**src/bfa_pkg.sv**
```systemverilog
`default_nettype none

package bfa_pkg;

  // Fixed field widths
  localparam int WORD_BITS = 32;
  localparam int BIT_W     = 5;
  localparam int SIZE_W    = 32;
  localparam int ALIGN_W   = 4;
  localparam int BASE_W    = 32;
  localparam int ADDR_W    = 33;
  localparam int START_W   = 12;

  // Default sizing of the pool
  localparam int MAP_UNITS_DEF  = 4096;
  localparam int UNIT_BYTES_DEF = 64;
  localparam int POOL_BYTES_DEF = 262144;

  typedef enum logic [3:0] {
    ST_CLEAR,
    ST_IDLE,
    ST_CHECK,
    ST_DIV,
    ST_SCAN_RD,
    ST_SCAN_EV,
    ST_RUN_RD,
    ST_RUN_EV,
    ST_MARK_RD,
    ST_MARK_WR,
    ST_ADDR_MUL,
    ST_ADDR_SUM,
    ST_PUSH_OK,
    ST_PUSH_FAIL
  } state_t;

  typedef struct packed {
    logic load_req;
    logic div_step;
    logic clr_wr;
    logic scan_next;
    logic rd_run;
    logic run_init;
    logic run_adv;
    logic mark_init;
    logic mark_wr;
    logic mul;
    logic sum;
    logic push_ok;
    logic push_fail;
  } cmd_t;

  typedef struct packed {
    logic rej;
    logic word_full;
    logic past_end;
    logic scan_last;
    logic conflict;
    logic run_last;
    logic out_free;
  } status_t;

endpackage

`default_nettype wire

```
**src/bfa_ctrl.sv**
```systemverilog
`default_nettype none

module bfa_ctrl (
  input  wire logic            clk,
  input  wire logic            rst,
  input  wire logic            in_valid,
  output logic                 in_stall,
  input  wire bfa_pkg::status_t sts,
  output bfa_pkg::cmd_t        cmd
);

  bfa_pkg::state_t state;
  bfa_pkg::state_t state_next;

  always_ff @(posedge clk) begin
    if (rst) begin
      state <= bfa_pkg::ST_CLEAR;
    end else begin
      state <= state_next;
    end
  end

  always_comb begin
    cmd        = '0;
    state_next = state;
    in_stall   = 1'b1;
    case (state)
      bfa_pkg::ST_CLEAR: begin
        cmd.clr_wr = 1'b1;
        if (sts.scan_last) begin
          state_next = bfa_pkg::ST_IDLE;
        end
      end
      bfa_pkg::ST_IDLE: begin
        in_stall = 1'b0;
        if (in_valid) begin
          cmd.load_req = 1'b1;
          state_next   = bfa_pkg::ST_CHECK;
        end
      end
      bfa_pkg::ST_CHECK: begin
        state_next = sts.rej ? bfa_pkg::ST_PUSH_FAIL : bfa_pkg::ST_DIV;
      end
      bfa_pkg::ST_DIV: begin
        cmd.div_step = 1'b1;
        state_next   = bfa_pkg::ST_SCAN_RD;
      end
      bfa_pkg::ST_SCAN_RD: begin
        state_next = bfa_pkg::ST_SCAN_EV;
      end
      bfa_pkg::ST_SCAN_EV: begin
        if (sts.word_full) begin
          if (sts.scan_last) begin
            state_next = bfa_pkg::ST_PUSH_FAIL;
          end else begin
            cmd.scan_next = 1'b1;
            state_next    = bfa_pkg::ST_SCAN_RD;
          end
        end else if (sts.past_end) begin
          state_next = bfa_pkg::ST_PUSH_FAIL;
        end else begin
          cmd.run_init = 1'b1;
          state_next   = bfa_pkg::ST_RUN_RD;
        end
      end
      bfa_pkg::ST_RUN_RD: begin
        cmd.rd_run = 1'b1;
        state_next = bfa_pkg::ST_RUN_EV;
      end
      bfa_pkg::ST_RUN_EV: begin
        if (sts.conflict) begin
          if (sts.scan_last) begin
            state_next = bfa_pkg::ST_PUSH_FAIL;
          end else begin
            cmd.scan_next = 1'b1;
            state_next    = bfa_pkg::ST_SCAN_RD;
          end
        end else if (sts.run_last) begin
          cmd.mark_init = 1'b1;
          state_next    = bfa_pkg::ST_MARK_RD;
        end else begin
          cmd.run_adv = 1'b1;
          state_next  = bfa_pkg::ST_RUN_RD;
        end
      end
      bfa_pkg::ST_MARK_RD: begin
        cmd.rd_run = 1'b1;
        state_next = bfa_pkg::ST_MARK_WR;
      end
      bfa_pkg::ST_MARK_WR: begin
        cmd.mark_wr = 1'b1;
        if (sts.run_last) begin
          state_next = bfa_pkg::ST_ADDR_MUL;
        end else begin
          cmd.run_adv = 1'b1;
          state_next  = bfa_pkg::ST_MARK_RD;
        end
      end
      bfa_pkg::ST_ADDR_MUL: begin
        cmd.mul    = 1'b1;
        state_next = bfa_pkg::ST_ADDR_SUM;
      end
      bfa_pkg::ST_ADDR_SUM: begin
        cmd.sum    = 1'b1;
        state_next = bfa_pkg::ST_PUSH_OK;
      end
      bfa_pkg::ST_PUSH_OK: begin
        if (sts.out_free) begin
          cmd.push_ok = 1'b1;
          state_next  = bfa_pkg::ST_IDLE;
        end
      end
      bfa_pkg::ST_PUSH_FAIL: begin
        if (sts.out_free) begin
          cmd.push_fail = 1'b1;
          state_next    = bfa_pkg::ST_IDLE;
        end
      end
      default: begin
        state_next = bfa_pkg::ST_IDLE;
      end
    endcase
  end

endmodule

`default_nettype wire

```
**config.mk**
```make
export PLATFORM = sky130hd
export DESIGN_NAME = bfa_ctrl
export DESIGN_NICKNAME = d
export VERILOG_FILES = /design/src/bfa_pkg.sv /design/src/bfa_ctrl.sv
export SDC_FILE = /design/constraint.sdc
export NUM_CORES = 1
export LEC_CHECK = 0
export ABC_AREA = 1
export BUFFER_PORTS_ARGS = -buffer_cell sky130_fd_sc_hd__buf_2
export CORE_AREA = 8 8 45 47
export DETAILED_ROUTE_END_ITERATION = 12
export DIE_AREA = 0 0 53 55
export SLEW_MARGIN = 30
export SYNTH_ARGS = -nofsm -noshare
export SYNTH_HDL_FRONTEND = slang
export SYNTH_SLANG_ARGS = --single-unit
export TNS_END_PERCENT = 1
```
**constraint.sdc**
```tcl
create_clock -name clk -period 1.2 [get_ports clk]
set_input_delay 0.12 -clock clk [delete_from_list [all_inputs] [get_ports clk]]
set_output_delay 0.12 -clock clk [all_outputs]
set_load 0.05 [all_outputs]
```
Word-level counts from Yosys, hierarchy flattened

Index checks and enable logic that the tools add are counted.

Flip-flop bits (word level): 4
Logic and storage cells: 56
Output and inout port bits: 14

Equal/unequal tests: 16
Multiplexer cells: 35
Reductions and logical operators: 4

Operator list:

| kind                                                  | number |
|---|---|
| case mux 4 bit (13 select lines)                      | 1 |
| 2-to-1 mux 4 bit                                      | 9 |
| equality test 4 bit, second input constant            | 6 |
| 2-to-1 mux 1 bit                                      | 21 |
| equality test 4 x 3 -> 1 bit, second input constant   | 4 |
| equality test 4 x 2 -> 1 bit, second input constant   | 2 |
| equality test 4 x 1 -> 1 bit, second input constant   | 1 |
| logical NOT 4 bit                                     | 1 |
| 2-to-1 mux 2 bit                                      | 2 |
| inequality test 2 bit, second input constant          | 2 |
| case mux 1 bit (2 select lines)                       | 2 |
| OR reduction 2 bit                                    | 2 |
| AND reduction 3 bit                                   | 1 |
| inequality test 2 x 1 -> 1 bit, second input constant | 1 |

Logic depth before layout (Yosys ltp)

Depth after elaboration: 4
Gate-level depth with buffers: 9
Depth with buffers taken out: 9

Worst setup path after synthesis

Ideal clock, no wire load.

Kind: register -> output
Start point: register state[3]
End point: output cmd[6] (netlist bit)
Buffers on the path: 0
Required time: 1.080 ns
Cell stages (with the launch flop): 7
Path slack: -0.758 ns
Data arrival time: 1.838 ns
Path through: dfxtp_1 -> inv_1 -> nor2_1 -> inv_1 -> nor2_1 -> nand2_1 -> nand2_1

RTL lines:

| item                   | line           | source |
|---|---|---|
| start, declared        | bfa_ctrl.sv:12 | `bfa_pkg::state_t state;` |
| start signal, assigned | bfa_ctrl.sv:17 | `state <= bfa_pkg::ST_CLEAR;` |
| start signal, assigned | bfa_ctrl.sv:19 | `state <= state_next;` |
| end, declared          | bfa_ctrl.sv:9  | `output bfa_pkg::cmd_t cmd` |

==> impl_metrics.env <==
export IMPL_ys_top_cells_by_area="nand2_1 (22%), dfxtp_1 (17%), inv_1 (17%)"
export IMPL_largest_register="state"
export IMPL_p_per_area_mw_per_mm2=1630
export IMPL_synth_common_cells="nand2_1 (27), inv_1 (21), nor2_1 (18)"
export IMPL_syn_mean_instance_area_um2=4.90
export IMPL_power_leakage_nw=0.560
export IMPL_cp_start_kind="flip-flop"
export IMPL_gp_congestion=0.773
export IMPL_r2r_start="state[3]$_SDFFE_PP0P_"
export IMPL_rsz0062_at_grt="true"
export IMPL_grt_use_total_pct=13.3
export IMPL_yosysTopAreaCellShare_pct=22.0
export IMPL_async_flop_share_pct=0
export IMPL_crit_path_top_delay_cell="dfxtp_4"
export IMPL_fin_ws_ns=-0.156
export IMPL_num_vias=717
export IMPL_coreArea_mm2=0.00138
export IMPL_finalCriticalPeriod_ns=1.36
export IMPL_slew_limit_headroom_pct=83.3
export IMPL_ys_seq_area_share_pct=17.4
export IMPL_finalNonFillerCells=156
export IMPL_worstMarginPinSlew_ns=0.252
export IMPL_skew_ns=0.00358
export IMPL_largest_reg_flops=4
export IMPL_grt_max_degree=8
export IMPL_ant_nets=0
export IMPL_clock_sinks=4
export IMPL_end_kind="primary output"
export IMPL_crit_family="simple AND/OR/NAND/NOR gates"
export IMPL_grt_pass1_vias=691
export IMPL_ys_flop_type="dfxtp_1"
export IMPL_syn_area_um2=460
export IMPL_min_path_cells=2
export IMPL_viasPerCell=4.60
export IMPL_drc=0
export IMPL_drive_above_1_share_pct=55.7
export IMPL_cp_required_ns=1.08
export IMPL_die_w_um=53
export IMPL_status="finished with violations"
export IMPL_start_util_pct=33.3
export IMPL_cts_max_level=1
export IMPL_cts_reportedPaths_clkPinSlew_ns=0.04
export IMPL_yosys_cell_count_top_type="nand2_1"
export IMPL_rows=14
export IMPL_maxSlewViolCount=0
export IMPL_rrSetupSlack_ns=-0.01
export IMPL_synth_edff_count=0
export IMPL_placed_cells=148
export IMPL_setup_tns_ns=-1.45
export IMPL_root_buffer="clkbuf_4"
export IMPL_utilization_pct=72.8
export IMPL_timing_rr_end="state[0]$_SDFFE_PP0P_"
export IMPL_fp_dieH_um=55
export IMPL_cp_cell_sequence="inv_4 > nor2_4 > inv_4 > nor2_4 > nand2_2 > nand2_4 > buf_8"
export IMPL_yosys_warnings=0
export IMPL_firstDrtPassIters=4
export IMPL_dp_slack_ns=-0.0857
export IMPL_setup_viol=15
export IMPL_drtIter0Drc=17
export IMPL_yosys_register_bits=4
export IMPL_final_hold_viol_count=0
export IMPL_crit_arrival_ns=1.24
export IMPL_insertedDiodeCount=0
export IMPL_wire_per_inst_um=11.4
export IMPL_maxCapViolCount=0
export IMPL_cp_slowest_stage_delay_ns=0.37
export IMPL_largestRegisters="state: 4 flops"
export IMPL_finalNetCount=152
export IMPL_fp_dieArea_mm2=0.00292
export IMPL_critPathKind="flip-flop to primary output"
export IMPL_dp_hpwl_um=1320
export IMPL_cts_tree="yes"
export IMPL_worstRegToRegCells=8
export IMPL_fill_cells=110
export IMPL_clk_insertion_delay_late_ns=0.23
export IMPL_postRouteWirelength_um=1780
export IMPL_placement_io_buffers=23
export IMPL_multi_input_area_um2=429
export IMPL_grt_pass1_wl_um=2950
export IMPL_hold_end="state[3]$_SDFFE_PP0P_"
export IMPL_clk_path_buf_depth=2
export IMPL_antenna_found_initial=0
export IMPL_critPathBufInv=3
export IMPL_fmaxAchievable_mhz=738
export IMPL_yosysTopAreaCell="nand2_1"
export IMPL_regArea_um2=95.1
export IMPL_io_pins=24
export IMPL_failed_checks="negative setup slack"
export IMPL_numCtsBuffers=3
export IMPL_final_period_utilization_pct=113
export IMPL_peakVddDrop_uv=1200
export IMPL_min_path_type="input pin to flip-flop"
export IMPL_yosysUniqueCellTypes=13
export IMPL_synth_fp_nets=104
export IMPL_synthCells=94
export IMPL_worstHoldStart="rst"
export IMPL_path_max_fanout=4
export IMPL_syn_to_final_growth_pct=119
export IMPL_grt_overflow_total=0
## metrics by stage
| step | total power [mW] | instance area [µm²] | hold WS, ns |
|---|---|---|---|
| 3_5_place_dp | 1.20 | 758 | 0.303 |
| 6_report | 1.64 | 1010 | 0.0553 |
| 4_1_cts | 1.63 | 1000 | 0.0492 |
| 3_3_place_gp | 1.19 | 758 | 0.304 |
| 2_1_floorplan | 0.860 | 510 | 0.182 |
| 5_1_grt | 1.77 | 1010 | 0.0691 |
## cells in the final DEF (no fill, tap or decap), drive strengths merged
master / netlist / final
nor3: 3 / 3
o21ai: 1 / 1
clkbuf: 0 / 3
nand3: 11 / 11
buf: 0 / 43
inv: 21 / 21
a21oi: 2 / 2
nand2: 28 / 28
dfxtp: 4 / 4
nor2: 21 / 21
nand4: 1 / 1
nand3b: 1 / 1
o2111ai: 1 / 1
## logic make-up (layout without fill, tap and decap cells)
| logic type | after synthesis | count (layout) | synth area share (%) |
|---|---|---|---|
| flip-flops | 4 | 4 | 17.4 |
| AND/OR/NAND/NOR | 65 | 65 | 60.3 |
| AO/OA/AOI/OAI | 4 | 4 | 5.16 |
| buffers and inverters | 21 | 67 | 17.1 |
## report_power, final
part | internal (mW) | switching [mW]
clock network | 0.112 | 0.0516
logic | 0.480 | 0.714
registers | 0.190 | 0.0944
total | 0.782 | 0.860
## routing by layer
layer,track usage [%],part of all wire (%),up-vias
met1,13.2,37,307
met2,25.4,54,22
met4,6.90,1.9,0
li1,-,-,384
met3,2.94,6.6,4
met5,0,0,-
## how the worst max path moves through the flow
| stage | depth (start not counted) | to | from | slack [ns] |
|---|---|---|---|---|
| 2_1_floorplan | 2 | cmd[0] | state[2]$_SDFFE_PP0P_ | -0.16 |
| 3_3_place_gp | 5 | cmd[9] | state[0]$_SDFFE_PP0P_ | -0.09 |
| 3_5_place_dp | 5 | cmd[5] | state[2]$_SDFFE_PP0P_ | -0.09 |
| 4_1_cts | 4 | cmd[11] | state[0]$_SDFFE_PP0P_ | -0.12 |
| 5_1_grt | 7 | cmd[6] | state[3]$_SDFFE_PP0P_ | -0.21 |
| 6_report | 7 | cmd[6] | state[3]$_SDFFE_PP0P_ | -0.16 |
## layout make-up
| cell class | count | share of cell area [%] |
|---|---|---|
| sequential | 4 | 9.44 |
| tap | 16 | 1.99 |
| clock buffer | 3 | 2.24 |
| multi-input combinational | 69 | 42.6 |
| inverter | 21 | 8.57 |
| timing repair buffer | 43 | 35.2 |
## timing repair
| item | CTS | global route |
|---|---|---|
| gates resized for setup | 59 | 1 |
| hold buffers | 0 | 0 |
| gates cloned | 0 | 0 |
| setup endpoints to repair | 17 | 18 |
| pin swaps | 7 | 5 |
| setup buffers | 5 | 0 |
## worst register-to-register path: stages (launching register included)
cell	delay, ns
dfxtp_4	0.36
buf_4	0.14
nand2_2	0.09
inv_1	0.08
buf_4	0.14
nor2_1	0.09
nand4_1	0.08
nor2_1	0.09
nor2_1	0.04
Note: power is estimated with default switching activity, not from simulation.
